===== src/rtl/dst_pkg.sv =====
// ----------------------------------------------------------------------------
// Delimiter tokenizer package
// Types, constants and helper functions shared by the tokenizer modules.
// ----------------------------------------------------------------------------
package dst_pkg;

    // Width of the string position counter and of the reported fields.
    localparam int POS_BITS = 16;
    localparam int OUT_BITS = 16;
    localparam int EXT_BITS = (POS_BITS > OUT_BITS) ? POS_BITS : OUT_BITS;

    localparam logic [POS_BITS-1:0] POS_MAX = '1;
    localparam logic [OUT_BITS-1:0] OUT_MAX = '1;

    // Text byte that terminates a string.
    localparam logic [7:0] NUL_BYTE = 8'h00;

    // Queue between the classifier and the token engine.
    localparam int QUEUE_DEPTH = 2;
    localparam int QPTR_BITS   = (QUEUE_DEPTH > 1) ? $clog2(QUEUE_DEPTH) : 1;
    localparam int QCNT_BITS   = $clog2(QUEUE_DEPTH + 1);

    // Input item operations.
    typedef enum logic [1:0] {
        OP_CLEAR = 2'd0,
        OP_ADD   = 2'd1,
        OP_TEXT  = 2'd2
    } t_opcode;

    // Class of a text byte as seen by the token engine.
    typedef enum logic [1:0] {
        KIND_WORD  = 2'd0,
        KIND_DELIM = 2'd1,
        KIND_END   = 2'd2
    } t_kind;

    // One queue entry, with its valid flag.
    typedef struct packed {
        logic  valid;
        t_kind kind;
    } t_entry;

    // One result item.
    typedef struct packed {
        logic                found;
        logic [OUT_BITS-1:0] start;
        logic [OUT_BITS-1:0] length;
        logic                last;
        logic                sat;
    } t_result;

    // Saturate a position value to the output field width.
    function automatic logic [OUT_BITS-1:0] f_clamp(input logic [POS_BITS-1:0] v);
        logic [EXT_BITS-1:0] w;
        w = EXT_BITS'(v);
        if (w > EXT_BITS'(OUT_MAX)) begin
            return OUT_MAX;
        end
        return w[OUT_BITS-1:0];
    endfunction

endpackage


===== src/rtl/dst_front.sv =====
// ----------------------------------------------------------------------------
// Tokenizer front end
// Holds the delimiter bitmap, applies set edits and classifies text bytes.
// ----------------------------------------------------------------------------
module dst_front (
    input  logic              i_clk,
    input  logic              i_rst_n,
    input  logic              i_accept,
    input  dst_pkg::t_opcode  i_opcode,
    input  logic [7:0]        i_byte,
    output dst_pkg::t_entry   o_push
);
    import dst_pkg::*;

    logic [255:0] r_delim_map;
    logic [255:0] n_delim_map;

    // Bitmap edits; a clear empties the whole set at once.
    always_comb begin
        n_delim_map = r_delim_map;
        if (i_accept) begin
            case (i_opcode)
                OP_CLEAR: n_delim_map = '0;
                OP_ADD:   n_delim_map[i_byte] = 1'b1;
                default:  n_delim_map = r_delim_map;
            endcase
        end
    end

    always_ff @(posedge i_clk) begin
        if (!i_rst_n) begin
            r_delim_map <= '0;
        end else begin
            r_delim_map <= n_delim_map;
        end
    end

    // Text bytes are classified against the set as it stands before this item.
    always_comb begin
        o_push.valid = i_accept && (i_opcode == OP_TEXT);
        if (i_byte == NUL_BYTE) begin
            o_push.kind = KIND_END;
        end else if (r_delim_map[i_byte]) begin
            o_push.kind = KIND_DELIM;
        end else begin
            o_push.kind = KIND_WORD;
        end
    end

endmodule


===== src/rtl/dst_queue.sv =====
// ----------------------------------------------------------------------------
// Tokenizer class queue
// Short first-in first-out buffer of classified text bytes.
// ----------------------------------------------------------------------------
module dst_queue (
    input  logic              i_clk,
    input  logic              i_rst_n,
    input  dst_pkg::t_entry   i_push,
    output logic              o_ready,
    output dst_pkg::t_entry   o_head,
    input  logic              i_pop
);
    import dst_pkg::*;

    t_kind                r_kind [QUEUE_DEPTH];
    logic [QPTR_BITS-1:0] r_wr_ptr;
    logic [QPTR_BITS-1:0] r_rd_ptr;
    logic [QCNT_BITS-1:0] r_count;
    logic [QCNT_BITS-1:0] n_count;
    logic                 w_push;
    logic                 w_pop;

    assign o_ready     = (r_count != QCNT_BITS'(QUEUE_DEPTH));
    assign w_push      = i_push.valid && o_ready;
    assign w_pop       = i_pop && (r_count != '0);
    assign o_head.valid = (r_count != '0);
    assign o_head.kind  = r_kind[r_rd_ptr];

    // Occupancy follows pushes and pops.
    always_comb begin
        n_count = r_count;
        if (w_push && !w_pop) begin
            n_count = r_count + QCNT_BITS'(1);
        end else if (w_pop && !w_push) begin
            n_count = r_count - QCNT_BITS'(1);
        end
    end

    // Control registers.
    always_ff @(posedge i_clk) begin
        if (!i_rst_n) begin
            r_wr_ptr <= '0;
            r_rd_ptr <= '0;
            r_count  <= '0;
        end else begin
            r_count <= n_count;
            if (w_push) begin
                r_wr_ptr <= (r_wr_ptr == QPTR_BITS'(QUEUE_DEPTH - 1)) ? '0
                                                                      : r_wr_ptr + QPTR_BITS'(1);
            end
            if (w_pop) begin
                r_rd_ptr <= (r_rd_ptr == QPTR_BITS'(QUEUE_DEPTH - 1)) ? '0
                                                                      : r_rd_ptr + QPTR_BITS'(1);
            end
        end
    end

    // Entry storage needs no reset.
    always_ff @(posedge i_clk) begin
        if (w_push) begin
            r_kind[r_wr_ptr] <= i_push.kind;
        end
    end

endmodule


===== src/rtl/dst_back.sv =====
// ----------------------------------------------------------------------------
// Tokenizer token engine
// Tracks the scan position and token state and builds the result items.
// ----------------------------------------------------------------------------
module dst_back (
    input  logic              i_clk,
    input  logic              i_rst_n,
    input  dst_pkg::t_entry   i_head,
    output logic              o_pop,
    output logic              o_valid,
    output dst_pkg::t_result  o_result,
    input  logic              i_ready
);
    import dst_pkg::*;

    logic                r_inside;
    logic [POS_BITS-1:0] r_begin;
    logic [POS_BITS-1:0] r_pos;
    logic                r_sat;
    logic                r_out_valid;
    t_result             r_out;

    logic                n_inside;
    logic [POS_BITS-1:0] n_begin;
    logic [POS_BITS-1:0] n_pos;
    logic                n_sat;
    logic                n_out_valid;
    t_result             n_out;

    logic                w_produces;
    logic                w_slot_free;
    logic [POS_BITS-1:0] w_length;
    logic [POS_BITS-1:0] w_pos_next;
    logic                w_pos_full;

    assign w_produces  = (i_head.kind == KIND_END) ||
                         ((i_head.kind == KIND_DELIM) && r_inside);
    assign w_slot_free = !r_out_valid || i_ready;
    assign o_pop       = i_head.valid && (!w_produces || w_slot_free);
    assign w_length    = r_pos - r_begin;
    assign w_pos_full  = (r_pos == POS_MAX);
    assign w_pos_next  = w_pos_full ? r_pos : r_pos + POS_BITS'(1);

    // Token state update and result construction for the popped byte.
    always_comb begin
        n_inside    = r_inside;
        n_begin     = r_begin;
        n_pos       = r_pos;
        n_sat       = r_sat;
        n_out       = r_out;
        n_out_valid = r_out_valid && !i_ready;
        if (o_pop) begin
            case (i_head.kind)
                KIND_END: begin
                    n_out.found  = r_inside;
                    n_out.start  = r_inside ? f_clamp(r_begin) : '0;
                    n_out.length = r_inside ? f_clamp(w_length) : '0;
                    n_out.last   = 1'b1;
                    n_out.sat    = r_sat;
                    n_out_valid  = 1'b1;
                    n_inside     = 1'b0;
                    n_begin      = '0;
                    n_pos        = '0;
                    n_sat        = 1'b0;
                end
                KIND_DELIM: begin
                    if (r_inside) begin
                        n_out.found  = 1'b1;
                        n_out.start  = f_clamp(r_begin);
                        n_out.length = f_clamp(w_length);
                        n_out.last   = 1'b0;
                        n_out.sat    = r_sat;
                        n_out_valid  = 1'b1;
                    end
                    n_inside = 1'b0;
                    n_pos    = w_pos_next;
                    n_sat    = r_sat || w_pos_full;
                end
                default: begin
                    if (!r_inside) begin
                        n_inside = 1'b1;
                        n_begin  = r_pos;
                    end
                    n_pos = w_pos_next;
                    n_sat = r_sat || w_pos_full;
                end
            endcase
        end
    end

    // Control state.
    always_ff @(posedge i_clk) begin
        if (!i_rst_n) begin
            r_inside    <= 1'b0;
            r_begin     <= '0;
            r_pos       <= '0;
            r_sat       <= 1'b0;
            r_out_valid <= 1'b0;
        end else begin
            r_inside    <= n_inside;
            r_begin     <= n_begin;
            r_pos       <= n_pos;
            r_sat       <= n_sat;
            r_out_valid <= n_out_valid;
        end
    end

    // Output payload register.
    always_ff @(posedge i_clk) begin
        r_out <= n_out;
    end

    assign o_valid  = r_out_valid;
    assign o_result = r_out;

endmodule


===== src/rtl/delimiter_set_tokenizer_core.sv =====
// ----------------------------------------------------------------------------
// Delimiter-set tokenizer
// Splits a NUL-terminated byte stream into tokens separated by delimiter runs.
// ----------------------------------------------------------------------------
// The block takes one item per clock cycle while the queue has room. A clear or
// add item edits the 256-entry delimiter bitmap, which is held in flip-flops
// and cleared all at once, so no clearing pass is needed after reset. A text
// byte is classified against the bitmap on acceptance and queued; the token
// engine takes one queued byte per cycle while the output register can take
// any result that byte causes, and that result is loaded into the output
// register once it is free. The front end stalls only when the two-entry
// queue is full, which happens when results are held back by the output side.
module delimiter_set_tokenizer_core (
    input  logic        i_clk,
    input  logic        i_rst_n,
    input  logic        i_s_tvalid,
    output logic        o_s_tready,
    input  logic [7:0]  i_s_tdata,   // [7:0] byte_value
    input  logic [1:0]  i_s_tuser,   // [1:0] opcode
    output logic        o_m_tvalid,
    input  logic        i_m_tready,
    output logic [31:0] o_m_tdata,   // [15:0] token_start, [31:16] token_length
    output logic [1:0]  o_m_tuser,   // [0] token_found, [1] position_saturated
    output logic        o_m_tlast    // string_end
);
    import dst_pkg::*;

    t_entry  w_push;
    t_entry  w_head;
    logic    w_pop;
    logic    w_accept;
    t_result w_result;

    assign w_accept = i_s_tvalid && o_s_tready;

    // Classifier with the delimiter bitmap.
    dst_front u_front (
        .i_clk    (i_clk),
        .i_rst_n  (i_rst_n),
        .i_accept (w_accept),
        .i_opcode (t_opcode'(i_s_tuser)),
        .i_byte   (i_s_tdata),
        .o_push   (w_push)
    );

    // Queue between classifier and token engine.
    dst_queue u_queue (
        .i_clk   (i_clk),
        .i_rst_n (i_rst_n),
        .i_push  (w_push),
        .o_ready (o_s_tready),
        .o_head  (w_head),
        .i_pop   (w_pop)
    );

    // Token engine with the output register.
    dst_back u_back (
        .i_clk    (i_clk),
        .i_rst_n  (i_rst_n),
        .i_head   (w_head),
        .o_pop    (w_pop),
        .o_valid  (o_m_tvalid),
        .o_result (w_result),
        .i_ready  (i_m_tready)
    );

    // Pack the result item onto the output channel.
    assign o_m_tdata = {w_result.length, w_result.start};
    assign o_m_tuser = {w_result.sat, w_result.found};
    assign o_m_tlast = w_result.last;

endmodule


===== config.mk =====
export PLATFORM = sky130hd
export DESIGN_NAME = delimiter_set_tokenizer_core
export DESIGN_NICKNAME = d
export VERILOG_FILES = /design/src/rtl/dst_pkg.sv /design/src/rtl/dst_front.sv /design/src/rtl/dst_queue.sv /design/src/rtl/dst_back.sv /design/src/rtl/delimiter_set_tokenizer_core.sv
export SDC_FILE = /design/constraint.sdc
export NUM_CORES = 1
export LEC_CHECK = 0
export BUFFER_PORTS_ARGS = -buffer_cell sky130_fd_sc_hd__buf_2
export CAP_MARGIN = 20
export CORE_MARGIN = 10
export CORE_UTILIZATION = 40
export CTS_BUF_LIST = sky130_fd_sc_hd__clkbuf_16
export DETAILED_ROUTE_END_ITERATION = 10
export PLACE_DENSITY = 0.64
export SKIP_LAST_GASP = 1
export SLEW_MARGIN = 10
export SYNTH_ARGS = -nofsm -noshare
export SYNTH_HDL_FRONTEND = slang
export SYNTH_HIERARCHICAL = 1
export SYNTH_SLANG_ARGS = --single-unit

===== constraint.sdc =====
create_clock -name i_clk -period 7 [get_ports i_clk]
set_input_delay 0 -clock i_clk [delete_from_list [all_inputs] [get_ports i_clk]]
set_output_delay 0 -clock i_clk [all_outputs]
set_load 0.005 [all_outputs]

==> results of run 1 <==
area by class of cell:
type / instances / area [sq um]
tap: 455 / 569
fill: 3234 / 18700
timing repair buffer: 87 / 562
sequential: 335 / 7100
clock inverter: 30 / 209
clock buffer: 38 / 951
multi-input combinational: 1013 / 6610
inverter: 26 / 97.6
cells in the mapped netlist, types with 7 or more instances:
cell type  instances  area (sq um)
edfxtp_1          39          1170
mux4_2            64          1440
clkbuf_1          61           229
buf_4              8          60.1
o21ai_0           15          75.1
nand2b_1          18           113
and2_1             9          56.3
nand3_1           27           135
a21boi_0          15           113
xnor2_1           11          96.3
inv_1             24          90.1
nor3_1            33           165
mux2_2             8          90.1
and3_1             9          56.3
o21a_1             7          52.6
a31oi_1           13          81.3
ha_1              20           250
buf_2             18          90.1
mux2i_1           22           220
nor2_1           317          1190
a221oi_1           8          70.1
nand2_1           48           180
dfxtp_1          296          5930
a21oi_1          267          1340
nor2b_1           14          87.6
metal layers:
layer	up-vias	wire [um]
met5	-	0
met4	0	588
met3	50	2230
met2	288	16100
met1	5236	15900
li1	5266	-
final timing paths:
kind                                    startpoint                                    end  slack, ns  depth (start not counted)
max                                       register          u_back/r_pos[14]$_SDFFE_PN0P_       3.98                          7
min                                   i_s_tdata[7]         u_queue/r_kind[0][0]$_DFFE_PP_       0.16                          3
max reg2reg                               register          u_back/r_pos[14]$_SDFFE_PN0P_       3.98                          7
min reg2reg  u_front/r_delim_map[111]$_SDFFE_PN0P_  u_front/r_delim_map[111]$_SDFFE_PN0P_       0.46                          2
power groups by stage:
| stage | Clock (mW) | Sequential (mW) | Combinational, mW |
|---|---|---|---|
| after floorplan | 0 | 2.02 | 0.235 |
| after CTS | 1.90 | 1.98 | 0.326 |
| after global routing | 1.98 | 1.98 | 0.361 |
| final | 1.85 | 1.98 | 0.326 |
| after detailed placement | 0 | 2.02 | 0.321 |
| after global placement | 0 | 2.02 | 0.316 |
cells by family (layout without fill, tap and decap cells):
family                   after synthesis  count (layout)
AO/OA/AOI/OAI                        373             373
XOR/XNOR                              15              15
adder cells (fa/ha/maj)               21              21
buffers and inverters                125             181
flip-flops                           335             335
multiplexers                          94              94
AND/OR/NAND/NOR                      510             510
flip-flops by register name, indices dropped and copies added, names as in the netlist, 2 cells and up, named ones only:
signal and flops:
u_front/r_delim_map 256, u_back/r_pos 16, u_queue/r_count 2, u_back/o_result 35, u_queue/r_kind 4, u_back/r_begin 16
worst min-delay path, stage by stage:
cell	delay, ns
buf_2	0.17
nor3_1	0.19
a211o_1	0.22
timing repair:
action,in CTS,in global routing
gates resized for setup,0,0
hold buffers,7,0
endpoints found under the hold margin,30,0
stage by stage:
stage          worst slack, ns  std cells  cell area [sq um]  total power [mW]  hold WS [ns]
3_5_place_dp              3.40       1905              14800              2.35         0.386
6_report                  3.98       1984              16100              4.16         0.163
3_3_place_gp              3.39       1903              14800              2.34         0.380
4_1_cts                   3.75       1980              16100              4.21         0.126
5_1_grt                   3.79       1984              16100              4.33         0.152
2_1_floorplan             3.79       1473              14200              2.26         0.122
==> impl_results.md, run 1 <==
- Status: finished, final reports clean
- Layout Skew: 0.0190 ns
- Crit start category: register
- Tmin final: a little over 3 ns
- Die H: 208 um
- Clock network fraction of design power: 0.445
- Main combinational cell family by area after synthesis: simple AND/OR/NAND/NOR gates
- Area Overhead vs Synth: 13.3%
- Fin nets: ~1,500
- Sw Ratio: 0.247
- WP buf/inv: 3
- Leakage: 5.87 nW
- Syn avg cell area: between 9 and 10 sq um
- Setup crit end kind: register
- IO Count: approximately 50
- PD cells: roughly 260 nW/um^2
- Crit-path leading delay family: buffers and inverters
- Final core occ: 0.462
- Post-synth EDFFs: 39
- Most Used Layer, Global Route: met2
- Ratio of cells with drive above 1 in the final layout: 0.154
- Pre-antenna DRT Iters: 7
- # DRC: 0
- TNS Setup: 0 ns
- Synth Warn #: 6
- Gate count of the mapped netlist: approximately 1,500
- First-pass GRT wire length: between 50,000 and 60,000 um
- Crit path required time: between 7 and 8 ns
- Register bit total from synthesis: 335
- CTS tree: done
- Final Max Tran Viols: 0
- Antenna Violating Nets Remaining: 0
- Die area: ~43,000 sq um
- Vias in the first global route: ~11,000
- Max_cap viols: 0
- P_sw: between 1 and 1.5 mW
- Root Buffer: clkbuf_16
- Mux cell area share after synthesis: 0.123
- Most frequent cells in the layout: 311 x nor2_1, 296 x dfxtp_1, 267 x a21oi_1
- Internal: between 3 and 4 mW
- RSZ-0062 raised after global routing: no
- Commonest non-fill, non-tap cell in the layout: nor2_1
- Die Width: roughly 210 um
- Post-CTS Setup Bufs: 0
- Clock sink count: approximately 340
- Final Hold Fails: 0
- IR drop worst, VDD: roughly 0.22 mV
- Initial antenna violation count: 0
- Synth cell types: 74
- Port Buf Inserts: 50
- Worst-Margin Slew: approximately 1.2 ns
- Starting Density: 0.408
- Total track usage: 0.156
- Power share of the sequential group: 0.476
- Detailed Place HPWL: ~21,000 um
- Routed WL per cell: approximately 18 um
- Hold/Removal Path Class: input port to register
- Vias: 10,840
- Sequential share of the synthesized area: 0.500
- WS Path Type: register to register
- Fin crit share: 0.432
- Vias/cell: roughly 5.5
- CTS buffer count: 37
- Ys async rst share: 0
- Grt met3 use: 0.0352
- CP arrival: 3.45 ns
- Main synth FF type: dfxtp_1
- Met1 usage: 0.207
- Core area: 34,800 sq um
- Post-synthesis adder-cell area fraction: 0.0190
- Detailed Route WL: between 30,000 and 40,000 um
- Post-synthesis cell area: approximately 14,000 sq um
- Crit path max fanout: 17
- Remaining Overflow, GRT: 0
- Largest net degree at the start of global routing: 257
- CP Cell Sequence: mux2_2 > inv_1 > ha_1 > clkinv_1 > o21ai_1 > buf_4 > o21ba_2
- Met2 Resource Use GR: 0.250
- Worst-skew pair later-pin latency: ~0.55 ns
- Post-synthesis simple-gate area fraction: 0.158
- Slew HR: 0.176
- Initial DRC count: between 1,000 and 1,500
- Worst-path clk slew: roughly 0.06 ns
- CP max stage cell: o21ai_1
- Comb power frac: 0.078
- Synth Net Count: between 1,500 and 2,000
- Final number of setup-violating endpoints: 0
- Complex-gate fraction of the synthesized area: 0.150
- Std cell rows: between 60 and 70
- Crit path largest cell delay: between 0.6 and 0.7 ns
- Fmax: around 330 MHz
- Antenna Cells: 0
- GP Congestion: 0.824
- H-tree depth: 2
- Clock Tree Buf Depth: 3
- Post-synthesis xor/xnor area fraction: 0.00925
Note: power is estimated with default switching activity, not from simulation.
==> run 2: changes to the inputs <==
Clock period 7 ns to 3.15 ns, I/O delays scaled along.
==> run 2 against run 1 <==
  * Total power rose by 120%
  * Clock-buffer cell count unchanged
  * Critical path type unchanged
  * Clock skew is 0.0029 ns higher
  * Design area increased by 0.42%
  * Hold slack worse by 0.024 ns
  * Non-clock buffer count is 17 higher
  * Wire length is 2.0% higher
  * Die area unchanged
  * Global-route usage increased by 0.22 points
==> impl_results.md, run 2 (synthesis gave the netlist of run 1 again) <==
- Status: finished, final reports clean
- Fmax: around 360 MHz
- Setup crit end kind: register
- Std cell rows: 68
- Reg2Reg Depth: 10
- Area Overhead vs Synth: 13.8%
- Worst R2R Setup Slack: between 0.3 and 0.4 ns
- Leakage: just under 6 nW
- Pwr Total: 9.01 mW
- Worst reg2reg endpoint: u_queue/r_count[1]$_SDFFE_PN0P_
- Pre-antenna DRT Iters: 6
- Largest Register: u_front/r_delim_map
- Fin nets: 1,552
- CP arrival: ~3.2 ns
- Starting Density: 0.408
- PD cells: between 500 and 600 nW/um^2
- CTS tree: done
- Antenna Violating Nets Remaining: 0
- Root Buffer: clkbuf_16
- Routed WL per cell: 17.8 um
- Initial antenna violation count: 1
- Slew HR: 0.307
- Detailed Place HPWL: between 20,000 and 25,000 um
- Initial DRC count: ~970
- Worst-path clk slew: about 0.06 ns
- Post-CTS Setup Bufs: 0
- Remaining Overflow, GRT: 0
- Fin crit share: 0.882
- Ratio of cells with drive above 1 in the final layout: 0.157
- Place WS: just under 0.3 ns
- Max_cap viols: 0
- Fin cells: roughly 2,000
- Worst Hold Depth: 4
- Final Hold Fails: 0
- Largest net degree at the start of global routing: about 150
- Die H: 208 um
- Worst-Margin Slew: between 1 and 1.5 ns
- Final Max Tran Viols: 0
- TNS Setup: 0 ns
- IO Count: about 50
- Final core occ: 0.464
- Layout Skew: about 0.022 ns
- Most frequent cells in the layout: 316 x nor2_1, 296 x dfxtp_1, 267 x a21oi_1
- Vias in the first global route: 10,646
- Vias: between 10,000 and 15,000
- Total track usage: 0.158
- Die Width: ~210 um
- WS Path Type: register to register
- Vias/cell: 5.53
- First-pass GRT wire length: approximately 58,000 um
- GP Congestion: slightly above 0.8
- Port Buf Inserts: 50
- Hold/Removal Path Class: input port to register
- PnR worst setup slack: 0.371 ns
- CTS resizes: 0
- Crit path max fanout: 10
- Placed Cells: 1,927
- Antenna Cells: 0
- Commonest non-fill, non-tap cell in the layout: nor2_1
- Worst-skew pair later-pin latency: between 0.5 and 0.6 ns
- Die area: 43,500 sq um
- # DRC: 0
- RSZ-0062 raised after global routing: no
- Hold endpoint: u_front/r_delim_map[4]$_SDFFE_PN0P_
- IR drop worst, VDD: around 0.40 mV
- Crit path required time: about 3.6 ns
- CTS buffer count: 37
- H-tree depth: 2
- Final number of setup-violating endpoints: 0
- Tmin final: around 2.8 ns
- Crit start category: register
- Detailed Route WL: ~35,000 um
- Clock sink count: roughly 340
- Clock Tree Buf Depth: 3
- Core area: 34,800 sq um
- Max FFs per register: 256
- Hold path startpoint: i_s_tdata[7]
[run 2: cell types whose count changed in the layout (fill, tap and decap cells not counted), moves of 2 or more]
| cell | delta |
|---|---|
| clkinv_4 | +2 |
| buf_12 | +3 |
| nor2_1 | +5 |
| clkinv_1 | -5 |
| bufinv_16 | -2 |
| inv_1 | +6 |
| nor2_2 | -5 |
| buf_4 | +17 |
| clkinvlp_4 | +2 |
| inv_2 | -2 |
| clkinv_2 | -5 |
[run 2: worst max-delay path: stages, from the launching register on]
cell and delay, ns:
dfxtp_1 0.35, mux2_2 0.36, inv_1 0.06, ha_1 0.42
a21oi_4 0.08, o21ai_4 0.30, inv_2 0.17, o21ai_1 0.16
ha_1 0.30, or3_1 0.38, a21boi_1 0.13
[run 2: report_power, final]
group / internal (mW) / switching (mW)
registers: 4.37 / 0.0316
clock network: 2.18 / 1.67
logic: 0.233 / 0.516
[run 2: layout make-up]
type,instances,area [sq um]
Fill cell,3303,18600
Sequential cell,335,7100
Multi-Input combinational cell,1013,6590
Clock buffer,38,951
Timing Repair Buffer,104,723
Tap cell,455,569
Clock inverter,25,133
Inverter,26,97.6
[run 2: routing by layer]
layer  track usage  wire length, um
met1         0.218            16400
met2         0.246            16100
met3        0.0329             2290
met4        0.0431              648
met5             0               11
[run 2: per-stage QoR]
stage	cell area, sq um	hold slack, ns
after floorplan	14200	0.122
after global placement	15000	0.377
after detailed placement	15000	0.389
after CTS	16200	0.0995
after global routing	16200	0.132
final	16200	0.138
[run 2: timing repair]
action	in CTS	in global routing
hold buffers	6	0
hold endpoints to repair	26	0
endpoints found under the setup margin	0	0
[run 2: worst max path at each step]
stage | endpoint | slack [ns] | startpoint
finish | u_queue/r_count[1]$_SDFFE_PN0P_ | 0.37 | register
global route | u_queue/r_count[1]$_SDFFE_PN0P_ | 0.18 | register
CTS | u_queue/r_count[1]$_SDFFE_PN0P_ | 0.37 | register
detailed placement | u_queue/r_kind[1][0]$_DFFE_PP_ | 0.29 | i_s_tdata[0]
global placement | u_queue/r_kind[0][0]$_DFFE_PP_ | 0.34 | i_s_tdata[0]
floorplan | u_back/o_result[0]$_DFFE_PP_ | 0.53 | register
